File: src/hdl/lccu_pkg.sv
package lccu_pkg;

    // number width and derived digit budget (floor(W*log10(2)) + 1 decimal digits)
    localparam int NUMBER_WIDTH  = 64;
    localparam int NUM_DIGITS    = (NUMBER_WIDTH * 30103) / 100000 + 1;
    localparam int DIGIT_W       = 4;
    localparam int BCD_W         = NUM_DIGITS * DIGIT_W;

    // conversion takes a few input bits per cycle
    localparam int BITS_PER_STEP = 4;
    localparam int CONV_STEPS    = (NUMBER_WIDTH + BITS_PER_STEP - 1) / BITS_PER_STEP;
    localparam int PAD_W         = CONV_STEPS * BITS_PER_STEP;

    // sequencer counter covers both phases
    localparam int MAX_STEPS     = (CONV_STEPS > NUM_DIGITS) ? CONV_STEPS : NUM_DIGITS;
    localparam int STEP_W        = $clog2(MAX_STEPS);
    localparam int DIG_IDX_W     = $clog2(NUM_DIGITS);
    localparam int COUNT_W       = $clog2(NUM_DIGITS + 1);

    // port field widths
    localparam int IN_DATA_W     = 64;
    localparam int CLASS_W       = 2;
    localparam int DCOUNT_W      = 5;
    localparam int OUT_DATA_W    = 8;

    typedef logic [DIGIT_W-1:0] digit_t;

    typedef enum logic [CLASS_W-1:0] {
        CLASS_NONE,
        CLASS_FIVE_X,
        CLASS_THREE_X,
        CLASS_FOUR_X
    } issuer_class_t;

    typedef enum logic [1:0] {
        ST_IDLE,
        ST_CONV,
        ST_SCAN,
        ST_DONE
    } state_t;

    typedef enum logic [1:0] {
        CONV_HOLD,
        CONV_LOAD,
        CONV_DABBLE,
        CONV_SHIFT
    } conv_op_t;

    typedef struct packed {
        logic                 clear;
        logic                 step;
        logic [DIG_IDX_W-1:0] index;
    } scan_ctrl_t;

    typedef struct packed {
        logic               ok;
        issuer_class_t      cls;
        logic [COUNT_W-1:0] count;
    } luhn_result_t;

endpackage

File: src/hdl/lccu_bcd_conv.sv
module lccu_bcd_conv
(
    input  logic                            clk,
    input  lccu_pkg::conv_op_t              op,
    input  logic [lccu_pkg::NUMBER_WIDTH-1:0] number,
    output lccu_pkg::digit_t                digit
);
    import lccu_pkg::*;

    logic [PAD_W-1:0] bin_reg;
    logic [PAD_W-1:0] bin_next;
    logic [BCD_W-1:0] bcd_reg;
    logic [BCD_W-1:0] bcd_next;

    // shift-add-3 over a few input bits, msb first
    function automatic logic [BCD_W-1:0] dabble(input logic [BCD_W-1:0] bcd,
                                                input logic [BITS_PER_STEP-1:0] bits);
        logic [BCD_W-1:0] acc;
        digit_t           d;
        acc = bcd;
        for (int s = BITS_PER_STEP - 1; s >= 0; s--)
        begin
            for (int k = 0; k < NUM_DIGITS; k++)
            begin
                d = acc[k*DIGIT_W +: DIGIT_W];
                if (d >= 4'd5)
                begin
                    acc[k*DIGIT_W +: DIGIT_W] = d + 4'd3;
                end
            end
            acc = {acc[BCD_W-2:0], bits[s]};
        end
        return acc;
    endfunction

    // operation select
    always_comb
    begin
        bin_next = bin_reg;
        bcd_next = bcd_reg;
        unique case (op)
            CONV_HOLD:
            begin
                bin_next = bin_reg;
            end
            CONV_LOAD:
            begin
                bin_next = PAD_W'(number);
                bcd_next = '0;
            end
            CONV_DABBLE:
            begin
                bcd_next = dabble(bcd_reg, bin_reg[PAD_W-1 -: BITS_PER_STEP]);
                bin_next = {bin_reg[PAD_W-BITS_PER_STEP-1:0], {BITS_PER_STEP{1'b0}}};
            end
            CONV_SHIFT:
            begin
                bcd_next = {{DIGIT_W{1'b0}}, bcd_reg[BCD_W-1:DIGIT_W]};
            end
            default:
            begin
                bin_next = bin_reg;
            end
        endcase
    end

    // datapath registers
    always_ff @(posedge clk)
    begin
        bin_reg <= bin_next;
        bcd_reg <= bcd_next;
    end

    // least significant decimal digit out
    assign digit = bcd_reg[DIGIT_W-1:0];

endmodule

File: src/hdl/lccu_digit_acc.sv
module lccu_digit_acc
(
    input  logic                   clk,
    input  logic                   rst_n,
    input  lccu_pkg::scan_ctrl_t   ctrl,
    input  lccu_pkg::digit_t       digit,
    output lccu_pkg::luhn_result_t result
);
    import lccu_pkg::*;

    logic [3:0]         sum_reg;
    logic [3:0]         sum_next;
    logic [COUNT_W-1:0] count_reg;
    logic [COUNT_W-1:0] count_next;
    digit_t             top_reg;
    digit_t             top_next;
    digit_t             second_reg;
    digit_t             second_next;
    digit_t             prev_reg;
    digit_t             prev_next;

    logic [4:0]         dbl;
    digit_t             folded;
    digit_t             term;
    logic [4:0]         sum_wide;
    logic               ok;
    issuer_class_t      cls;

    // luhn term: every second digit doubled and folded
    always_comb
    begin
        dbl      = {digit, 1'b0};
        folded   = (dbl > 5'd9) ? 4'(dbl - 5'd9) : dbl[3:0];
        term     = ctrl.index[0] ? folded : digit;
        sum_wide = {1'b0, sum_reg} + {1'b0, term};
    end

    // running sum mod ten, digit count and leading two digits
    always_comb
    begin
        sum_next    = sum_reg;
        count_next  = count_reg;
        top_next    = top_reg;
        second_next = second_reg;
        prev_next   = prev_reg;
        if (ctrl.clear)
        begin
            sum_next    = '0;
            count_next  = '0;
            top_next    = '0;
            second_next = '0;
            prev_next   = '0;
        end
        else if (ctrl.step)
        begin
            sum_next  = (sum_wide >= 5'd10) ? 4'(sum_wide - 5'd10) : sum_wide[3:0];
            prev_next = digit;
            if (digit != '0)
            begin
                count_next  = COUNT_W'(ctrl.index) + COUNT_W'(1);
                top_next    = digit;
                second_next = prev_reg;
            end
        end
    end

    always_ff @(posedge clk or negedge rst_n)
    begin
        if (!rst_n)
        begin
            sum_reg    <= '0;
            count_reg  <= '0;
            top_reg    <= '0;
            second_reg <= '0;
            prev_reg   <= '0;
        end
        else
        begin
            sum_reg    <= sum_next;
            count_reg  <= count_next;
            top_reg    <= top_next;
            second_reg <= second_next;
            prev_reg   <= prev_next;
        end
    end

    // issuer class from checksum, length and prefix
    always_comb
    begin
        ok = (sum_reg == 4'd0);
        priority if (!ok)
        begin
            cls = CLASS_NONE;
        end
        else if ((32'(count_reg) == 32'd16) && (top_reg == 4'd5) &&
                 (second_reg >= 4'd1) && (second_reg <= 4'd5))
        begin
            cls = CLASS_FIVE_X;
        end
        else if ((32'(count_reg) == 32'd15) && (top_reg == 4'd3) &&
                 ((second_reg == 4'd4) || (second_reg == 4'd7)))
        begin
            cls = CLASS_THREE_X;
        end
        else if (((32'(count_reg) == 32'd16) || (32'(count_reg) == 32'd13)) &&
                 (top_reg == 4'd4))
        begin
            cls = CLASS_FOUR_X;
        end
        else
        begin
            cls = CLASS_NONE;
        end
    end

    assign result.ok    = ok;
    assign result.cls   = cls;
    assign result.count = count_reg;

endmodule

File: src/hdl/luhn_card_number_check_unit.sv
// Luhn card number checker. Each transfer on s_axis carries one card number as an unsigned
// binary value; each transfer on m_axis returns checksum_ok, issuer_class and digit_count for
// it, in order. Items are handled one at a time: the binary value is turned into decimal by a
// shift-add-3 unit that takes 4 bits per cycle, then one Luhn accumulator takes one decimal
// digit per cycle, and the result register is loaded once the output is free; only then is a
// new number taken. s_axis_tready is high only while the sequencer is idle; a result left
// waiting on m_axis does not block the next number until that number is ready to report.
module luhn_card_number_check_unit
(
    input  logic                            clk,
    input  logic                            rst_n,
    input  logic                            s_axis_tvalid,
    output logic                            s_axis_tready,
    input  logic [lccu_pkg::IN_DATA_W-1:0]  s_axis_tdata,   // [63:0] card_number
    output logic                            m_axis_tvalid,
    input  logic                            m_axis_tready,
    output logic [lccu_pkg::OUT_DATA_W-1:0] m_axis_tdata    // [0] checksum_ok,
                                                            // [2:1] issuer_class,
                                                            // [7:3] digit_count
);
    import lccu_pkg::*;

    state_t                state_reg;
    state_t                state_next;
    logic [STEP_W-1:0]     step_cnt_reg;
    logic [STEP_W-1:0]     step_cnt_next;
    logic                  m_valid_reg;
    logic                  m_valid_next;
    logic [OUT_DATA_W-1:0] m_data_reg;
    logic [OUT_DATA_W-1:0] m_data_next;

    conv_op_t              conv_op;
    scan_ctrl_t            scan_ctrl;
    digit_t                digit;
    luhn_result_t          result;
    logic                  last_conv;
    logic                  last_scan;
    logic                  out_free;
    logic                  load_out;

    lccu_bcd_conv u_conv
    (
        .clk    (clk),
        .op     (conv_op),
        .number (s_axis_tdata[NUMBER_WIDTH-1:0]),
        .digit  (digit)
    );

    lccu_digit_acc u_acc
    (
        .clk    (clk),
        .rst_n  (rst_n),
        .ctrl   (scan_ctrl),
        .digit  (digit),
        .result (result)
    );

    assign last_conv = (step_cnt_reg == STEP_W'(CONV_STEPS - 1));
    assign last_scan = (step_cnt_reg == STEP_W'(NUM_DIGITS - 1));
    assign out_free  = !m_valid_reg || m_axis_tready;

    // next state
    always_comb
    begin
        state_next = state_reg;
        unique case (state_reg)
            ST_IDLE:
            begin
                if (s_axis_tvalid)
                begin
                    state_next = ST_CONV;
                end
            end
            ST_CONV:
            begin
                if (last_conv)
                begin
                    state_next = ST_SCAN;
                end
            end
            ST_SCAN:
            begin
                if (last_scan)
                begin
                    state_next = ST_DONE;
                end
            end
            ST_DONE:
            begin
                if (out_free)
                begin
                    state_next = ST_IDLE;
                end
            end
            default:
            begin
                state_next = ST_IDLE;
            end
        endcase
    end

    // sequencer outputs
    always_comb
    begin
        s_axis_tready = 1'b0;
        conv_op       = CONV_HOLD;
        scan_ctrl     = '0;
        step_cnt_next = step_cnt_reg;
        load_out      = 1'b0;
        unique case (state_reg)
            ST_IDLE:
            begin
                s_axis_tready = 1'b1;
                step_cnt_next = '0;
                if (s_axis_tvalid)
                begin
                    conv_op         = CONV_LOAD;
                    scan_ctrl.clear = 1'b1;
                end
            end
            ST_CONV:
            begin
                conv_op       = CONV_DABBLE;
                step_cnt_next = last_conv ? '0 : step_cnt_reg + STEP_W'(1);
            end
            ST_SCAN:
            begin
                conv_op         = CONV_SHIFT;
                scan_ctrl.step  = 1'b1;
                scan_ctrl.index = step_cnt_reg[DIG_IDX_W-1:0];
                step_cnt_next   = step_cnt_reg + STEP_W'(1);
            end
            ST_DONE:
            begin
                load_out = out_free;
            end
            default:
            begin
                s_axis_tready = 1'b0;
            end
        endcase
    end

    // output register
    always_comb
    begin
        m_data_next  = m_data_reg;
        m_valid_next = m_valid_reg;
        if (load_out)
        begin
            m_valid_next = 1'b1;
            m_data_next  = {DCOUNT_W'(result.count), result.cls, result.ok};
        end
        else if (m_axis_tready)
        begin
            m_valid_next = 1'b0;
        end
    end

    always_ff @(posedge clk or negedge rst_n)
    begin
        if (!rst_n)
        begin
            state_reg    <= ST_IDLE;
            step_cnt_reg <= '0;
            m_valid_reg  <= 1'b0;
        end
        else
        begin
            state_reg    <= state_next;
            step_cnt_reg <= step_cnt_next;
            m_valid_reg  <= m_valid_next;
        end
    end

    always_ff @(posedge clk)
    begin
        m_data_reg <= m_data_next;
    end

    assign m_axis_tvalid = m_valid_reg;
    assign m_axis_tdata  = m_data_reg;

    // an accepted number always starts conversion
    a_accept_starts_conv: assert property (@(posedge clk) disable iff (!rst_n)
        (s_axis_tvalid && s_axis_tready) |=> (state_reg == ST_CONV))
        else $error("accepted number did not start conversion");

    // a new result only follows the report state
    a_result_from_done: assert property (@(posedge clk) disable iff (!rst_n)
        $rose(m_axis_tvalid) |-> $past(state_reg == ST_DONE))
        else $error("result appeared outside the report state");

    // digit scan never runs past the last decimal digit
    a_scan_in_range: assert property (@(posedge clk) disable iff (!rst_n)
        (state_reg == ST_SCAN) |-> (32'(step_cnt_reg) < NUM_DIGITS))
        else $error("digit index out of range");

    // reported digit count fits the digit budget
    a_count_in_range: assert property (@(posedge clk) disable iff (!rst_n)
        m_axis_tvalid |-> (32'(m_axis_tdata[OUT_DATA_W-1:3]) <= NUM_DIGITS))
        else $error("digit count out of range");

    // a failed checksum never carries an issuer class
    a_class_needs_ok: assert property (@(posedge clk) disable iff (!rst_n)
        (m_axis_tvalid && !m_axis_tdata[0]) |-> (m_axis_tdata[2:1] == CLASS_NONE))
        else $error("issuer class set on failed checksum");

endmodule
File: config.mk
export PLATFORM = sky130hd
export DESIGN_NAME = luhn_card_number_check_unit
export DESIGN_NICKNAME = d
export VERILOG_FILES = /design/src/hdl/lccu_pkg.sv /design/src/hdl/lccu_bcd_conv.sv /design/src/hdl/lccu_digit_acc.sv /design/src/hdl/luhn_card_number_check_unit.sv
export SDC_FILE = /design/constraint.sdc
export NUM_CORES = 1
export LEC_CHECK = 0
export ABC_AREA = 1
export BUFFER_PORTS_ARGS = -buffer_cell sky130_fd_sc_hd__buf_2
export CAP_MARGIN = 25
export CORE_MARGIN = 5
export CORE_UTILIZATION = 50
export CTS_CLUSTER_DIAMETER = 200
export DETAILED_ROUTE_END_ITERATION = 8
export PLACE_DENSITY = 0.67
export SETUP_SLACK_MARGIN = 0.02
export SLEW_MARGIN = 40
export SYNTH_ARGS = -nofsm -noshare
export SYNTH_HDL_FRONTEND = slang
export SYNTH_SLANG_ARGS = --single-unit
File: constraint.sdc
create_clock -name clk -period 6.7 [get_ports clk]
set_input_delay 0.67 -clock clk [delete_from_list [all_inputs] [get_ports clk]]
set_output_delay 0.67 -clock clk [all_outputs]
set_load 0.03 [all_outputs]
Yosys cells after proc, flatten, opt, wreduce, memory -nomap -nowiden
Cells that the tools add are included.
{"block": "classes", "n_addsub": 85, "n_mux": 177, "n_bitwise": 1, "n_eq_ne": 20, "n_reduce_logical": 22, "order_cmp": 84}
{"cell": "two-way mux 4 bit", "count": 146}
{"cell": "greater-or-equal comparator 4 x 3 -> 1 bit (second input constant)", "count": 80}
{"cell": "adder 4 x 2 -> 4 bit (second input constant)", "count": 76}
{"cell": "one-hot mux 80 bit (3 select lines)", "count": 1}
{"cell": "one-hot mux 64 bit (2 select lines)", "count": 1}
{"cell": "two-way mux 3 bit", "count": 7}
{"cell": "two-way mux 5 bit", "count": 4}
{"cell": "equality test 4 x 3 -> 1 bit (second input constant)", "count": 4}
{"cell": "equality test 5 x 4 -> 1 bit (second input constant)", "count": 3}
{"cell": "one-hot mux 5 bit (3 select lines)", "count": 1}
{"cell": "adder 3 x 2 -> 3 bit (second input constant)", "count": 4}
{"cell": "two-way mux 2 bit", "count": 6}
{"cell": "adder 5 x 1 -> 5 bit (second input constant)", "count": 2}
{"cell": "equality test 5 bit (second input constant)", "count": 2}
{"cell": "equality test 2 bit (second input constant)", "count": 4}
{"cell": "two-way mux 1 bit", "count": 8}
{"cell": "!= test 2 bit (second input constant)", "count": 4}
{"cell": "one-hot mux 2 bit (4 select lines)", "count": 1}
{"cell": "nonzero test 2 bit", "count": 4}
{"cell": "subtractor 4 bit (second input constant)", "count": 2}
{"cell": "logical AND 1 bit", "count": 6}
{"cell": "two-way mux 6 bit", "count": 1}
{"cell": "one-hot mux 2 bit (3 select lines)", "count": 1}
{"cell": "nonzero test 3 bit", "count": 2}
{"cell": "16 further kinds", "count": 19}
{"block": "word_totals", "output_inout_bits": 10, "elab_cells": 402, "regBits": 181, "in_bits": 68}

Logic depth before layout (Yosys ltp)
Gate-level depths: netlist of run 1.
{"block": "logic_depth", "depth_word": 13, "depth_mapped": 29, "mapped_depth_nobuf": 29}

Modules after synthesis
A second synthesis of run 1 with hierarchy kept.
{"block": "unflattened", "hier_cells": 2373, "area_unflattened_um2": 16937.5}
{"mod": "lccu_bcd_conv", "n_inst": 1, "seq_area_each_um2": 4324.1, "cells_each": 2119, "area_per_inst_um2": 14774.2}
{"mod": "lccu_digit_acc", "n_inst": 1, "seq_area_each_um2": 525.5, "cells_each": 162, "area_per_inst_um2": 1326.3}
{"mod": "luhn_card_number_check_unit", "n_inst": 1, "seq_area_each_um2": 440.4, "cells_each": 92, "area_per_inst_um2": 837.1}

Least setup slack after synthesis of run 1
OpenSTA, ideal clock, no wires.
{"block": "synth_path", "path_kind": "register to register", "start": "reg state_reg[1]", "end": "reg u_conv.bcd_reg[0], enable pin", "period_less_slack_ns": 3.548, "setup_time_ns": 0.434, "slack_ns": 3.152, "path_buffers": 1, "path_stages_with_launch": 9, "t_required_ns": 6.266, "t_arrival_ns": 3.114, "cell_sequence": "dfrtp_1 -> inv_1 -> ha_1 -> nand2_1 -> clkbuf_1 -> nand2_1 -> o21ai_0 -> ha_1 -> inv_1"}
{"block": "synth_between", "elab_chain_len": 4, "elab_cells_between_ends": 8, "classes_between": "5 x eq/ne; 1 x mux; 2 x reduce/logical"}
{"element": "start: declaration", "line": "luhn_card_number_check_unit.sv:23", "rtl": "state_t state_reg;"}
{"element": "start signal: assignment", "line": "luhn_card_number_check_unit.sv:170", "rtl": "state_reg <= state_next;"}
{"element": "equality test 2 bit, or another cell as far along", "line": "luhn_card_number_check_unit.sv:110", "rtl": "unique case (state_reg)"}
{"element": "one-hot mux 2 bit (3 select lines) (*)", "line": "luhn_card_number_check_unit.sv:110"}
{"element": "equality test 2 x 1 -> 1 bit or equality test 2 bit (tied branches)", "line": "lccu_bcd_conv.sv:41", "rtl": "unique case (op)"}
{"element": "nonzero test 3 bit (no line) (*)"}
{"element": "end signal: assignment", "line": "lccu_bcd_conv.sv:71", "rtl": "bcd_reg <= bcd_next;"}
{"element": "end: declaration", "line": "lccu_bcd_conv.sv:12", "rtl": "logic [BCD_W-1:0] bcd_reg;"}
Every way passes the cells marked *; elsewhere a longest branch is shown, timed or not.
A chain may end at the register's enable or synchronous reset.

Worst setup path in the final report of run 1
{"block": "layout_path", "start": "reg u_conv.bcd_reg[76]", "end": "reg u_conv.bcd_reg[77] (data pin)"}
{"block": "layout_between", "elab_chain_len": 12, "elab_cells_between_ends": 15, "classes_between": "3 x add/sub; 4 x order compare; 8 x mux"}
{"element": "greater-or-equal comparator 4 x 3 -> 1 bit or adder 3 x 2 -> 3 bit (tied branches)", "line": "lccu_bcd_conv.sv:26, lccu_bcd_conv.sv:28"}
{"element": "two-way mux 3 bit (*)", "line": "lccu_bcd_conv.sv:26", "rtl": "if (d >= 4'd5)"}
{"element": "two-way mux 3 bit (*)", "line": "lccu_bcd_conv.sv:41"}
{"element": "greater-or-equal comparator 4 x 3 -> 1 bit or adder 3 x 2 -> 3 bit (tied branches)", "line": "lccu_bcd_conv.sv:26, lccu_bcd_conv.sv:28"}
{"element": "two-way mux 3 bit (*)", "line": "lccu_bcd_conv.sv:26"}
{"element": "two-way mux 3 bit (*)", "line": "lccu_bcd_conv.sv:41"}
{"element": "greater-or-equal comparator 4 x 3 -> 1 bit or adder 3 x 2 -> 3 bit (tied branches)", "line": "lccu_bcd_conv.sv:26, lccu_bcd_conv.sv:28"}
{"element": "two-way mux 3 bit (*)", "line": "lccu_bcd_conv.sv:26"}
{"element": "two-way mux 3 bit (*)", "line": "lccu_bcd_conv.sv:41"}
{"element": "greater-or-equal comparator 4 x 3 -> 1 bit (*)", "line": "lccu_bcd_conv.sv:26"}
{"element": "two-way mux 3 bit (*)", "line": "lccu_bcd_conv.sv:26"}
{"element": "one-hot mux 80 bit (3 select lines) (*)", "line": "lccu_bcd_conv.sv:41"}
{"element": "net u_conv.bcd_next[77]", "line": "lccu_bcd_conv.sv:13", "rtl": "logic [BCD_W-1:0] bcd_next;"}
The timed path passes the listed nets; every way through them passes the cells marked *. The select of a mux whose other input is x is not followed.

==> results of run 1 <==
[metal layers]
| metal | GRT usage [%] | wire length, um | up-vias |
|---|---|---|---|
| li1 | - | - | 7403 |
| met1 | 26.1 | 16800 | 6584 |
| met2 | 33.8 | 17000 | 233 |
| met3 | 3.64 | 1460 | 32 |
| met4 | 3.51 | 357 | 2 |
| met5 | 0 | 7 | - |
[metrics by stage]
stage	utilization (%)	area, um^2	hold WS (ps)	worst slack (ps)	std cells
3_5_place_dp	53.3	17300	460	2840	2664
3_3_place_gp	53.3	17300	455	3020	2664
5_1_grt	55.3	18000	302	2480	2696
4_1_cts	55.3	18000	267	2810	2696
2_1_floorplan	-	16500	374	3150	2163
6_report	55.3	18000	254	2770	2696
[Yosys cell counts, drive strengths merged, types with 33 or more instances]
master	count	area share, %
nor2	40	0.91
inv	340	7.7
nand3	280	11
and2	37	1.6
mux2	60	4.1
edfxtp	152	28
nand2	748	20
o22ai	37	1.4
o21ai	103	3.8
ha	110	8.3
nand4	85	3.2
a21oi	33	1.0
[kinds of logic (layout without fill, tap and decap cells)]
family / count (synthesis) / count (layout) / synth area share, %
fa+ha+maj: 111 / 111 / 8.46
xor+xnor: 22 / 22 / 1.65
flops: 181 / 181 / 32.1
simple gates: 1203 / 1203 / 36.6
buf+inv: 365 / 456 / 8.68
mux: 60 / 60 / 4.09
compound gates: 221 / 221 / 8.46
[critical path, cell delays in order, from the launching register on]
cell and delay (ps):
edfxtp_1 400, inv_1 130, ha_1 180, inv_1 50, nand2_1 60, nand3_1 120, xor2_1 270, ha_1 220
inv_1 50, o21ai_0 140, nand2_1 110, xnor2_1 270, ha_1 240, inv_1 50, o21ai_0 200, nand2_1 120
xor2_1 270, ha_1 240, inv_1 50, o211ai_1 250, nand2_1 120, nand2_1 80, a21oi_1 60
[cell type report]
class,count,area share [%]
Sequential cell,181,29.4
Inverter,341,7.12
Multi-Input combinational cell,1617,54.4
Timing Repair Buffer,83,2.41
Clock buffer,17,2.37
Tap cell,442,3.08
Clock inverter,15,1.18
[path summary, 6_finish.rpt]
check                                               startpoint                             to  slack [ps]  cells past startpoint
min in group clk                u_acc.count_reg[2]$_DFFE_PN0P_      m_axis_tdata[5]$_DFFE_PP_         480                      0
worst max register to register    u_conv.bcd_reg[76]$_DFFE_PP_   u_conv.bcd_reg[77]$_DFFE_PP_        2770                     22
worst min register to register  u_acc.count_reg[2]$_DFFE_PN0P_      m_axis_tdata[5]$_DFFE_PP_         480                      0
worst max-delay path              u_conv.bcd_reg[76]$_DFFE_PP_   u_conv.bcd_reg[77]$_DFFE_PP_        2770                     22
max in group asynchronous                                rst_n  u_acc.prev_reg[0]$_DFFE_PN0P_        6010                      1
worst min-delay path                                     rst_n       state_reg[1]$_DFFE_PN0P_         250                      1
==> flow_metrics.tcl, run 1 <==
set metrics [dict create \
    status "finished clean" \
    start_util_pct 50.7 \
    gp_congestion 0.816 \
    syn_to_final_growth_pct 9.00 \
    timing.final.crit_share_pct 58.7 \
    yosysUniqueCellTypes 54 \
    routedWlPerCell_um 13.2 \
    syn_area_per_cell_um2 7.63 \
    setup_viol 0 \
    dieArea_um2 36700 \
    wirelength_um 35600 \
    hpwl_um 26900 \
    grt_overflow 0 \
    most-common-layout-cells "nand2_1 (619), inv_1 (333), nand3_1 (219), edfxtp_1 (152), ha_1 (108)" \
    core-area_um2 32500 \
    largest_reg_flops 80 \
    syn_nets 2342 \
    postCtsSetupBuffers 0 \
    max-clock-path-buffers 2 \
    first_iter_violations 998 \
    die_h_um 192 \
    ctsHtreeMaxLevel 4 \
    yosysSeqAreaShare_pct 32.1 \
    path_clk_slew_ps 80 \
    cts.sinks 181 \
    report.final.hold_viol_count 0 \
    n_fill_cell 3073 \
    syn_inst 2163 \
    async_flop_share_pct 16.0 \
    grt.total_usage_pct 19.6 \
    grt_pass1_wl_um 61100 \
    multi_input_comb_area_um2 9790 \
    clock_skew_ps 14.2 \
    io_pins 78 \
    cp.arrival_ps 4110 \
    cts_tree "done" \
    tns_ps 0 \
    drive_above_1_share_pct 19.2 \
    startpoint_type "flop" \
    nets 2420 \
    synth-edff-count 152 \
    grt_max_degree 81 \
    grt_pass1_vias 13402 \
    max_slew_margin_pct 46.5 \
    vias 14254 \
    path_class "flop to flop" \
    cp-end-kind "flop" \
    cts_root_buffer "clkbuf_16" \
    ctsHoldBuffers 0 \
    maxCapViolations 0 \
    antenna_cells 0 \
    max_freq_ghz 0.254 \
    hold_path_class "input pin to async pin" \
    rows 66 \
    path_max_fanout 3 \
    fin_crit_ps 3930 \
    crit_required_ps 6890 \
    ant_nets 0 \
    final-seq-area_um2 5290 \
    vias_per_cell 5.29 \
    clock_latency_ps 450 \
    route.detailed.drc 0 \
    synth.cell_area_um2 16500 \
    rsz0062_at_grt "false" \
    drtPass1Iterations 5 \
    layout_commonest_cell "nand2_1" \
    synth_seq_cells 181 \
    antenna_found_initial 1 \
    synth_warnings 0 \
    cts_buffers 17 \
    portBuffers 77 \
    tightest_slew_ps 802 \
    post_cts_resized 0 \
    drv_slew 0 \
    dieWidth_um 192 \
    synth_top_flop_cell "edfxtp_1" \
]
Power of run 1 is not shown: default switching activity piles up to over one toggle a cycle in this logic, so the estimate is an artifact.
==> run 2, diff against run 1 <==
==> constraint.sdc (replaced) <==
create_clock -name clk -period 3.83 [get_ports clk]
set_input_delay 0.383 -clock clk [delete_from_list [all_inputs] [get_ports clk]]
set_output_delay 0.383 -clock clk [all_outputs]
set_load 0.03 [all_outputs]
==> run 2 against run 1 <==
Effect of this change: hold slack got worse by 58 ps; clock-buffer cell count unchanged; setup slack got worse by 2600 ps; die area unchanged; routed wire length decreased by 0.16%; critical endpoint unchanged; first-iteration DRC count decreased by 9.9%; sequential cell count unchanged; clock skew increased by 12 ps; sequential share of layout area decreased by 0.31 points.
==> flow_metrics.tcl, run 2 (synthesized netlist as in run 1, its figures left out) <==
set metrics [dict create \
    report.final.hold_viol_count 0 \
    holdWs_ps 196 \
    die_h_um 192 \
    startpoint_type "flop" \
    antenna_found_initial 1 \
    routedWlPerCell_um 13.2 \
    max_slew_margin_pct 46.1 \
    wirelength_um 35600 \
    path_class "flop to flop" \
    stdcell_area_um2 18200 \
    portBuffers 77 \
    setup_viol 0 \
    critical-path-slowest-cell "edfxtp_1" \
    cp-end-kind "flop" \
    dieWidth_um 192 \
    maxCapViolations 0 \
    drive_above_1_share_pct 20.6 \
    largest_reg_flops 80 \
    ant_nets 0 \
    cts_buffers 17 \
    max_freq_ghz 0.277 \
    core-area_um2 32500 \
    place_area_um2 17400 \
    io_pins 78 \
    gp_congestion 0.822 \
    max-clock-path-buffers 2 \
    route.detailed.drc 0 \
    cts_root_buffer "clkbuf_16" \
    dieArea_um2 36700 \
    path_cells "inv_2 -> ha_4 -> inv_1 -> nand2_2 -> nand3_4 -> xor2_4 -> ha_2 -> inv_1 -> o21ai_2 -> nand2_2 -> xnor2_2 -> buf_4 -> ha_1 -> o21ai_2 -> nand2_2 -> xor2_2 -> ha_2 -> inv_1 -> o211ai_1 -> nand2_1 -> nand2_1 -> a21oi_1" \
    hpwl_um 26900 \
    grt_max_degree 67 \
    rsz0062_at_grt "true" \
    vias 14282 \
    grt_pass1_wl_um 60200 \
    drtPass1Iterations 5 \
    nets 2426 \
    most-common-layout-cells "nand2_1 (615), inv_1 (328), nand3_1 (213), edfxtp_1 (152), nand2_2 (109)" \
    crit_required_ps 4010 \
    tightest_slew_ps 808 \
    cts_tree "done" \
    timing.final.crit_share_pct 94.2 \
    grt_overflow 0 \
    rows 66 \
    grt.total_usage_pct 19.3 \
    drv_slew 0 \
    ctsHtreeMaxLevel 4 \
    start_util_pct 50.7 \
    antenna_cells 0 \
    cp_top_family "adder cells" \
    path_max_fanout 3 \
    hold_path_class "input pin to flop" \
    critPathBufInv 5 \
    fin_crit_ps 3610 \
    first_iter_violations 899 \
    cts.sinks 181 \
    clock_skew_ps 25.9 \
    cp.arrival_ps 3790 \
    syn_to_final_growth_pct 10.2 \
    status "finished clean" \
    grt_pass1_vias 13485 \
    vias_per_cell 5.29 \
    layout_commonest_cell "nand2_1" \
    max_stage_delay_ps 420 \
    clock_latency_ps 450 \
    path_clk_slew_ps 80 \
]
## run 2: final timing paths
path                                                 from                             end  slack [ps]  cells after the start
max                          u_conv.bcd_reg[76]$_DFFE_PP_    u_conv.bcd_reg[77]$_DFFE_PP_         220                     22
min                                         m_axis_tready       m_axis_tvalid$_DFFE_PN0P_         200                      4
max reg2reg                  u_conv.bcd_reg[76]$_DFFE_PP_    u_conv.bcd_reg[77]$_DFFE_PP_         220                     22
min reg2reg                u_acc.count_reg[2]$_DFFE_PN0P_       m_axis_tdata[5]$_DFFE_PP_         480                      0
max in group asynchronous                           rst_n  u_acc.count_reg[2]$_DFFE_PN0P_        2900                      2
min in group asynchronous                           rst_n        state_reg[0]$_DFFE_PN0P_         490                      2
## run 2: what timing repair did
action / in CTS / in global routing
pin swaps: 0 / 9
hold buffers: 1 / 0
endpoints found under the setup margin: 1 / 17
cloned: 0 / 0
endpoints found under the hold margin: 29 / 0
buffers inserted: 0 / 2
gates resized for setup: 2 / 34
## run 2: through the flow
stage	worst slack [ps]	setup TNS, ps	instances	utilization [%]
CTS	54.5	0	2700	55.4
global route	-68.7	-91.5	2702	55.9
global placement	161	0	2667	53.4
detailed placement	12.7	0	2667	53.4
finish	220	0	2702	55.9
floorplan	282	0	2163	-
## run 2: worst reg2reg max path, cell delays in order, from the launching register on
cell and delay (ps):
edfxtp_1 420, inv_2 160, ha_4 150, inv_1 40
nand2_2 70, nand3_4 100, xor2_4 210, ha_2 200
inv_1 60, o21ai_2 120, nand2_2 90, xnor2_2 170
buf_4 140, ha_1 200, o21ai_2 150, nand2_2 90
xor2_2 240, ha_2 210, inv_1 40, o211ai_1 240
nand2_1 120, nand2_1 80, a21oi_1 60
## run 2: area by class of cell
type	count	area, um^2
fillers	3010	14400
flip-flops and latches	181	5290
clock inverters	15	198
clock buffers	17	425
multi-input cells	1617	9920
repair buffers	89	503
inverters	341	1280
well taps	442	553
## run 2: per-layer routing
metal	up-vias	track usage [%]	share of wire, %
met4	2	4.48	1.4
li1	7413	-	-
met1	6632	25.8	47
met3	34	3.25	3.4
met5	-	0	0.048
met2	201	32.9	48
Power of run 2 is left out for the same reason.
